===== config.mk =====
export PLATFORM = sky130hd
export DESIGN_NAME = lcd_controller
export DESIGN_NICKNAME = d
export VERILOG_FILES = /design/src/hdl/lcd_pkg.sv /design/src/hdl/lcd_controller.sv
export VERILOG_INCLUDE_DIRS = /design/src /design/src/hdl
export SDC_FILE = /design/constraint.sdc
export NUM_CORES = 1
export LEC_CHECK = 0
export ABC_CLOCK_PERIOD_IN_PS = 1600
export BUFFER_PORTS_ARGS = -buffer_cell sky130_fd_sc_hd__clkbuf_2
export CAP_MARGIN = 20
export CORE_MARGIN = 4
export CORE_UTILIZATION = 40
export DETAILED_ROUTE_END_ITERATION = 8
export GPL_ROUTABILITY_DRIVEN = 0
export GPL_TIMING_DRIVEN = 0
export PLACE_DENSITY = 0.73
export SLEW_MARGIN = 5
export SYNTH_ARGS = -nofsm -noshare
export SYNTH_HDL_FRONTEND = slang
export SYNTH_SLANG_ARGS = --single-unit

===== constraint.sdc =====
create_clock -name clock -period 1.6 [get_ports clock]
set_clock_uncertainty 0.2 [all_clocks]
set_input_delay 0.08 -clock clock [delete_from_list [all_inputs] [get_ports clock]]
set_output_delay 0.08 -clock clock [all_outputs]
set_load 0.05 [all_outputs]

===== src/hdl/lidar_cylinder_detector_defines.svh =====
// ----------------------------------------------------------------------------
// Assertion macros for the lidar cylinder detector
// Shared assertion forms used by the controller.
// ----------------------------------------------------------------------------
`ifndef LIDAR_CYLINDER_DETECTOR_DEFINES_SVH
`define LIDAR_CYLINDER_DETECTOR_DEFINES_SVH

// assert that cond implies prop on the next edge
`define LCD_ASSERT_NEXT(label, clk, rst, cond, prop) \
   label: assert property (@(posedge clk) disable iff (rst) (cond) |=> (prop)) \
      else $error("assertion failed");

// assert that cond implies prop on the same edge
`define LCD_ASSERT_NOW(label, clk, rst, cond, prop) \
   label: assert property (@(posedge clk) disable iff (rst) (cond) |-> (prop)) \
      else $error("assertion failed");

`endif


===== src/hdl/lcd_pkg.sv =====
// ----------------------------------------------------------------------------
// Lidar cylinder detector package
// Constants, command and status types, and the quarter sine table entry function.
// ----------------------------------------------------------------------------
package lcd_pkg;

   localparam int MAX_BEAMS_DEF        = 4096;
   localparam int SINE_TABLE_DEPTH_DEF = 1024;
   localparam int RANGE_BITS_DEF       = 16;
   localparam int CFG_BITS             = 16;
   localparam int CSR_IDX_BITS         = 3;
   localparam int SQ_BITS              = 36;

   localparam logic [CSR_IDX_BITS-1:0] REG_RANGE_MIN = 3'd0;
   localparam logic [CSR_IDX_BITS-1:0] REG_RANGE_MAX = 3'd1;
   localparam logic [CSR_IDX_BITS-1:0] REG_ANG_START = 3'd2;
   localparam logic [CSR_IDX_BITS-1:0] REG_ANG_STEP  = 3'd3;
   localparam logic [CSR_IDX_BITS-1:0] REG_GAP       = 3'd4;
   localparam logic [CSR_IDX_BITS-1:0] REG_TARGET    = 3'd5;
   localparam logic [CSR_IDX_BITS-1:0] REG_TOL       = 3'd6;

   typedef enum logic [4:0] {
      ST_IDLE, ST_ANGLE, ST_SINREAD, ST_MULX, ST_MULY, ST_ROUND,
      ST_DX, ST_DY, ST_DDEC, ST_CLOSE_X, ST_CLOSE_Y, ST_CLOSE_DEC,
      ST_DIV_X, ST_DIV_Y, ST_UPDATE, ST_FINISH, ST_OUT
   } state_type;

   typedef struct packed {
      logic load;        // capture beam
      logic angle;       // compute angle
      logic sin_read;    // read sine magnitudes
      logic mul_x;       // range * cos
      logic mul_y;       // range * sin
      logic round_xy;    // round point
      logic sq_dx;       // square dx
      logic sq_dy;       // square dy
      logic cw_x;        // square width x
      logic cw_y;        // square width y
      logic div_start;   // begin centroid divide
      logic div_sel_y;   // divide y sum
      logic append;      // append point
      logic close;       // drop open cluster
      logic start;       // start new cluster
      logic finish;      // build result
      logic clear;       // clear scan
   } cmd_type;

   typedef struct packed {
      logic valid_beam;
      logic cluster_open;
      logic join_ok;
      logic close_match;
      logic div_done;
      logic last;
   } status_type;

   // round(65536*sin(k*pi/(2*depth))) by Q30 Taylor series
   function automatic logic [15:0] sine_entry(input int unsigned k, input int unsigned depth);
      logic [63:0] x;
      logic [63:0] term;
      longint      acc;
      logic [63:0] r;
      x = (64'(k) * 64'd1686629713) / 64'(depth);
      term = x;
      acc = longint'(x);
      for (int n = 1; n <= 8; n++) begin
         term = (term * x) >> 30;
         term = (term * x) >> 30;
         term = term / 64'((2*n) * (2*n+1));
         if (n % 2 == 1) acc = acc - longint'(term);
         else acc = acc + longint'(term);
      end
      if (acc < 0) acc = 0;
      r = (64'(acc) + 64'd8192) >> 14;
      if (r > 64'd65535) r = 64'd65535;
      return r[15:0];
   endfunction

endpackage


===== src/hdl/lcd_controller.sv =====
// ----------------------------------------------------------------------------
// Lidar cylinder detector controller
// Sequences one beam through conversion, clustering and result delivery.
// ----------------------------------------------------------------------------
`include "lidar_cylinder_detector_defines.svh"
module lcd_controller (
   input  logic                clock,
   input  logic                reset,
   input  logic                in_valid,
   output logic                in_ready,
   output logic                out_valid,
   input  logic                out_ready,
   output lcd_pkg::cmd_type    cmd,
   input  lcd_pkg::status_type status
);
   lcd_pkg::state_type state_ff, state_in;
   logic closing_last_ff, closing_last_in;

   always_ff @(posedge clock) begin
      if (reset) begin
         state_ff <= lcd_pkg::ST_IDLE;
         closing_last_ff <= 1'b0;
      end else begin
         state_ff <= state_in;
         closing_last_ff <= closing_last_in;
      end
   end

   always_comb begin
      state_in = state_ff;
      closing_last_in = closing_last_ff;
      cmd = '0;
      in_ready = 1'b0;
      out_valid = 1'b0;
      case (state_ff)
         lcd_pkg::ST_IDLE: begin
            in_ready = 1'b1;
            if (in_valid) begin
               cmd.load = 1'b1;
               state_in = lcd_pkg::ST_ANGLE;
            end
         end
         lcd_pkg::ST_ANGLE: begin
            cmd.angle = 1'b1;
            state_in = lcd_pkg::ST_SINREAD;
         end
         lcd_pkg::ST_SINREAD: begin
            if (status.valid_beam) begin
               cmd.sin_read = 1'b1;
               state_in = lcd_pkg::ST_MULX;
            end else begin
               state_in = lcd_pkg::ST_FINISH;
            end
         end
         lcd_pkg::ST_MULX: begin
            cmd.mul_x = 1'b1;
            state_in = lcd_pkg::ST_MULY;
         end
         lcd_pkg::ST_MULY: begin
            cmd.mul_y = 1'b1;
            state_in = lcd_pkg::ST_ROUND;
         end
         lcd_pkg::ST_ROUND: begin
            cmd.round_xy = 1'b1;
            state_in = lcd_pkg::ST_DX;
         end
         lcd_pkg::ST_DX: begin
            if (status.cluster_open) begin
               cmd.sq_dx = 1'b1;
               state_in = lcd_pkg::ST_DY;
            end else begin
               cmd.start = 1'b1;
               state_in = lcd_pkg::ST_FINISH;
            end
         end
         lcd_pkg::ST_DY: begin
            cmd.sq_dy = 1'b1;
            state_in = lcd_pkg::ST_DDEC;
         end
         lcd_pkg::ST_DDEC: begin
            if (status.join_ok) begin
               cmd.append = 1'b1;
               state_in = lcd_pkg::ST_FINISH;
            end else begin
               closing_last_in = 1'b0;
               state_in = lcd_pkg::ST_CLOSE_X;
            end
         end
         lcd_pkg::ST_CLOSE_X: begin
            cmd.cw_x = 1'b1;
            state_in = lcd_pkg::ST_CLOSE_Y;
         end
         lcd_pkg::ST_CLOSE_Y: begin
            cmd.cw_y = 1'b1;
            state_in = lcd_pkg::ST_CLOSE_DEC;
         end
         lcd_pkg::ST_CLOSE_DEC: begin
            if (status.close_match) begin
               cmd.div_start = 1'b1;
               state_in = lcd_pkg::ST_DIV_X;
            end else begin
               state_in = lcd_pkg::ST_UPDATE;
            end
         end
         lcd_pkg::ST_DIV_X: begin
            if (status.div_done) begin
               // latch x quotient, start y divide
               cmd.div_start = 1'b1;
               cmd.div_sel_y = 1'b1;
               state_in = lcd_pkg::ST_DIV_Y;
            end
         end
         lcd_pkg::ST_DIV_Y: begin
            cmd.div_sel_y = 1'b1;
            if (status.div_done) begin
               cmd.finish = 1'b1;
               state_in = lcd_pkg::ST_UPDATE;
            end
         end
         lcd_pkg::ST_UPDATE: begin
            // close drops the cluster and, if a beam waits, start opens a new one in the same cycle
            cmd.close = 1'b1;
            if (closing_last_ff) begin
               state_in = lcd_pkg::ST_OUT;
            end else begin
               cmd.start = 1'b1;
               state_in = lcd_pkg::ST_FINISH;
            end
         end
         lcd_pkg::ST_FINISH: begin
            if (status.last) begin
               closing_last_in = 1'b1;
               state_in = lcd_pkg::ST_CLOSE_X;
            end else begin
               state_in = lcd_pkg::ST_IDLE;
            end
         end
         lcd_pkg::ST_OUT: begin
            out_valid = 1'b1;
            if (out_ready) begin
               cmd.clear = 1'b1;
               closing_last_in = 1'b0;
               state_in = lcd_pkg::ST_IDLE;
            end
         end
         default: state_in = lcd_pkg::ST_IDLE;
      endcase
   end

   `LCD_ASSERT_NOW(a_ready_idle, clock, reset, in_ready, !out_valid)
   `LCD_ASSERT_NEXT(a_load_angle, clock, reset, cmd.load, state_ff == lcd_pkg::ST_ANGLE)
   `LCD_ASSERT_NEXT(a_out_hold, clock, reset, out_valid && !out_ready, out_valid)
endmodule


**Word level (Yosys, flattened, before mapping)**

Index checks and enable logic that the tools add are counted.

- Shifts and indexed selects: 0
- Magnitude comparators: 0
- $mul: 0
- Reduce and logical (&&, ||, !) cells: 4
- $add $sub $neg: 0
- Equal/unequal tests: 22
- Divide/modulo/power cells: 0
- Bitwise operators: 0
- Mux-type cells: 44

Operators by type and width:

| operator | number |
|---|---|
| $pmux W5 S17 | 1 |
| $eq A5 B4 Y1 const B | 8 |
| $mux W1 | 28 |
| $mux W5 | 5 |
| $eq A5 B3 Y1 const B | 4 |
| $mux W4 | 3 |
| $ne A2 B2 Y1 const B | 6 |
| $eq A5 B2 Y1 const B | 2 |
| $reduce_and A4 Y1 | 2 |
| $pmux W1 S2 | 3 |
| $eq A5 B1 Y1 const B | 1 |
| $eq A5 B5 Y1 const B | 1 |
| $logic_not A5 Y1 | 1 |
| $mux W2 | 2 |
| $mux W3 | 1 |
| $pmux W1 S3 | 1 |
| $reduce_bool A3 Y1 | 1 |

- ROM bits: 0
- Output and inout port bits: 19
- Bits of input ports: 10
- Latch bits: 0
- RAM bits: 0
- Memories: 0
- Logic and storage cells: 72
- Register bits after elaboration: 6

**Longest topological paths before layout**

- Word-level depth: 3
- Depth in mapped cells: 6
- Depth with buffers taken out: 4

**Worst setup path after synthesis**

No wires, ideal clock.

- Kind: register to output
- Start point: register state_ff[1]
- End point: output port cmd[5] (netlist bit)
- Arrival time: 2.164 ns
- Data required time: 1.320 ns
- Setup slack: -0.844 ns
- Buffers on the path: 2
- Stages on the path, launching flop included: 4
- Cells stage by stage: dfxtp_1 buf_4 clkbuf_1 nor4_1

RTL lines:

| item | RTL line | RTL |
|---|---|---|
| from (decl) | lcd_controller.sv:16 | `lcd_pkg::state_type state_ff, state_in;` |
| from (signal assigned) | lcd_controller.sv:21 | `state_ff <= lcd_pkg::ST_IDLE;` |
| from (signal assigned) | lcd_controller.sv:24 | `state_ff <= state_in;` |
| to (decl) | lcd_controller.sv:13 | `output lcd_pkg::cmd_type cmd,` |

==> run_results.csv <==
group,metric,value,unit
run_status,outcome,"finished with violations",
run_status,violations,"negative setup slack",
layout,fin_cells,154,
critical_path,arrival,1.61,ns
worst_hold_path,whs_path_depth,4,
route,dr.pass1.iters,5,
synthesis,ys_seq_elements,6,
floorplan,die_h,47.2,um
layout,antenna_cells,0,
floorplan,fp-row-count,13,
synthesis,synth_top_family_by_area,"simple AND/OR/NAND/NOR gates",
floorplan,core-area,1370,um2
critical_path,max_stage_delay,0.36,ns
critical_path,worst-path-buf-inv,3,
placed_design,hpwl,1460,um
clock_tree,htree_levels,1,
synthesis,synth.area.mux_share,0,%
floorplan,initial_core_util,44.9,%
placed_design,placed_cell_area,825,um2
synthesis,yosysTopAreaCell,"dfxtp_1",
synthesis,synth_xor_area_share,0,%
route,avgRoutedWirePerCell,26.1,um
sta,report.final.setup_viol,25,
critical_path,crit_type,"flip-flop to output port",
clock_tree,tritoncts,"done",
sta,final.min_clock_period,1.89,ns
clock_tree,cts_inserted_buffers,3,
synthesis,netlist_top_cells_area,"dfxtp_1 (20%), nor2_1 (9.8%), a21oi_1 (4.1%), and3_1 (4.1%), nand2_1 (3.7%)",
layout,nets,151,
floorplan,die_area,2220,um2
worst_hold_path,worstHoldStart,"in_valid",
placed_design,placed_cells,132,
synthesis,synthAdderAreaFrac,0,%
layout,fillers,22,
sta,setup_ws,-0.293,ns
global_routing,grt_pass1_vias,944,
layout,layout_common_cells,"buf_4 (13), clkbuf_2 (9), buf_8 (9)",
route,remaining_drc_errors,0,
synthesis,synth_cells,89,
synthesis,syn_area,613,um2
route,wirelength,4020,um
clock_tree,clkTransAtPathRegs,0.04,ns
sta,rsz0062_at_grt,"true",
placed_design,numPortBuffers,28,
critical_path,worstPathCellList,"buf_6, clkbuf_16, nand3_1, nor2_1, a31oi_2, nor3_4, buf_8",
critical_path,r2r_cells,7,
power_and_ir_drop,powerDensity,760,nW/um2
route,drt.antenna.violating_nets,0,
power_and_ir_drop,p_leak,0.568,nW
synthesis,synth_nets,99,
synthesis,yosysSeqAreaShare,19.6,%
critical_path,path_max_fanout,6,
layout,stdcell_area,1330,um2
job,drv_cap,0,
worst_hold_path,holdPathEnd,"state_ff[1]",
synthesis,synth_compound_area_share,21.8,%
sta,hold_viol_final,0,
synthesis,yosysUniqueCellTypes,39,
sta,period_share,118,%
route,vias,1069,
sta,tns,-4.21,ns
critical_path,slowest_stage,"dfxtp_2",
route,drt_iter0_drc,118,
worst_hold_path,hp-class,"primary input to flip-flop",
global_routing,grt_max_degree,11,
power_and_ir_drop,peakVddDrop,0.518,mV
critical_path,timing.rr.end,"state_ff[0]",
critical_path,cp_top_family,"buffers and inverters",
synthesis,synth_simple_gate_area_share,48.8,%
sta,relSlewSlack,79.5,%
critical_path,rrSetupSlack,-0.27,ns
synthesis,synth_top_area_share,19.6,%
global_routing,grt_pass1_wl,4600,um
global_routing,grt_usage,29.1,%
floorplan,die_width,47.2,um
clock_tree,clock-sinks,6,
global_routing,grt-ovfl-total,0,
critical_path,critPathLaunchType,"flip-flop",
clock_tree,root_buffer,"clkbuf_4",
synthesis,avgSynthCellArea,6.89,um2
critical_path,crit_required,1.32,ns
layout,final_common_cell,"buf_4",
critical_path,timing.rr.start,"state_ff[1]",
sta,fmax,0.528,GHz
sta,tightestPinTransition,0.306,ns
global_routing,antenna_found_initial,0,
floorplan,ios,29,
layout,finalCoreUtilization,97.4,%
route,vias_per_cell,6.94,
clock_tree,clk_latency,0.28,ns
sta,final-max-slew-violation-count,0,
layout,area_growth,117,%
layout,final_layout_size_suffix_gt1_share,68.3,%
sta,hold_ws,0.176,ns
critical_path,cp-end-kind,"output port",
clock_tree,clk_path_buf_depth,2,
synthesis,yosysWarnings,0,
[layer usage]
layer	wire, um	share of wire, %	track usage (%)
met5	0	0	0
met2	1870	46	50.7
met4	212	5.3	3.31
met3	529	13	10.3
met1	1410	35	35.3
[cells by family after synthesis]
kind of cell | count (synthesis)
compound gates | 19
buf+inv | 12
flops | 6
simple gates | 52
[worst max path at each step]
stage,start,endpoint,slack [ns],depth (start not counted)
floorplan,state_ff[4],cmd[5],-0.24,2
global placement,state_ff[4],cmd[13],-0.19,5
detailed placement,state_ff[4],cmd[13],-0.18,5
CTS,state_ff[0],cmd[2],-0.16,5
global route,state_ff[1],state_ff[0],-0.51,7
finish,state_ff[1],cmd[6],-0.29,7
[where the power goes]
group | switching (W) | internal (W) | total (W) | leakage [nW]
clock network | 0.0000762 | 0.0000863 | 0.000162 | 0.0138
logic | 0.000387 | 0.000274 | 0.000661 | 0.503
registers | 0.0000232 | 0.000166 | 0.000189 | 0.0516
[Yosys cell counts, drive strengths merged]
| cell type | number |
|---|---|
| clkbuf | 1 |
| nand3b | 1 |
| nor2b | 2 |
| o41ai | 1 |
| a31oi | 3 |
| and4 | 1 |
| nor2 | 17 |
| a311oi | 1 |
| or4 | 3 |
| dfxtp | 6 |
| a22oi | 2 |
| o21ai | 2 |
| nor4 | 1 |
| nand2b | 2 |
| nor3 | 4 |
| and4b | 1 |
| or3b | 1 |
| inv | 5 |
| a41oi | 1 |
| nand2 | 6 |
| or3 | 2 |
| a21oi | 6 |
| a211oi | 1 |
| and3 | 4 |
| or2 | 1 |
| o21bai | 1 |
| nand4 | 1 |
| nor3b | 1 |
| and2 | 1 |
| buf | 6 |
| a2111oi | 1 |
| or4b | 2 |
| nand3 | 1 |
[per-stage QoR]
stage / power [W] / setup WS, ns
4_1_cts: 0.000866 / -0.164
6_report: 0.00101 / -0.293
3_5_place_dp: 0.000559 / -0.182
2_1_floorplan: 0.000472 / -0.240
3_3_place_gp: 0.000554 / -0.188
5_1_grt: 0.00105 / -0.508
[what timing repair did]
item                                    in CTS  in global routing
hold buffers                                 4                  0
pin swaps                                   12                  9
resized for setup                           63                 30
buffers inserted                            12                  3
cloned                                       1                  0
endpoints found under the setup margin      23                 24
endpoints found under the hold margin        6                  0
[cell type report]
| class | instances | area (um2) | share of cell area, % |
|---|---|---|---|
| repair buffers | 47 | 450 | 33.8 |
| inverters | 5 | 22.5 | 1.69 |
| multi-input cells | 71 | 593 | 44.5 |
| plain buffers | 7 | 92.6 | 6.95 |
| well taps | 15 | 18.8 | 1.41 |
| clock buffers | 3 | 22.5 | 1.69 |
| flip-flops and latches | 6 | 131 | 9.87 |
[registers in the layout, indices dropped and copies added, names as in the netlist]
register / flops
closing_last_ff: 1
state_ff: 5
[tightest hold or removal path: cells and delay by family]
family                 cells  cell delay, ns
AO/OA/AOI/OAI              2            0.27
buffers and inverters      1            0.10
AND/OR/NAND/NOR            1            0.12
(Power assumes the default switching activity.)
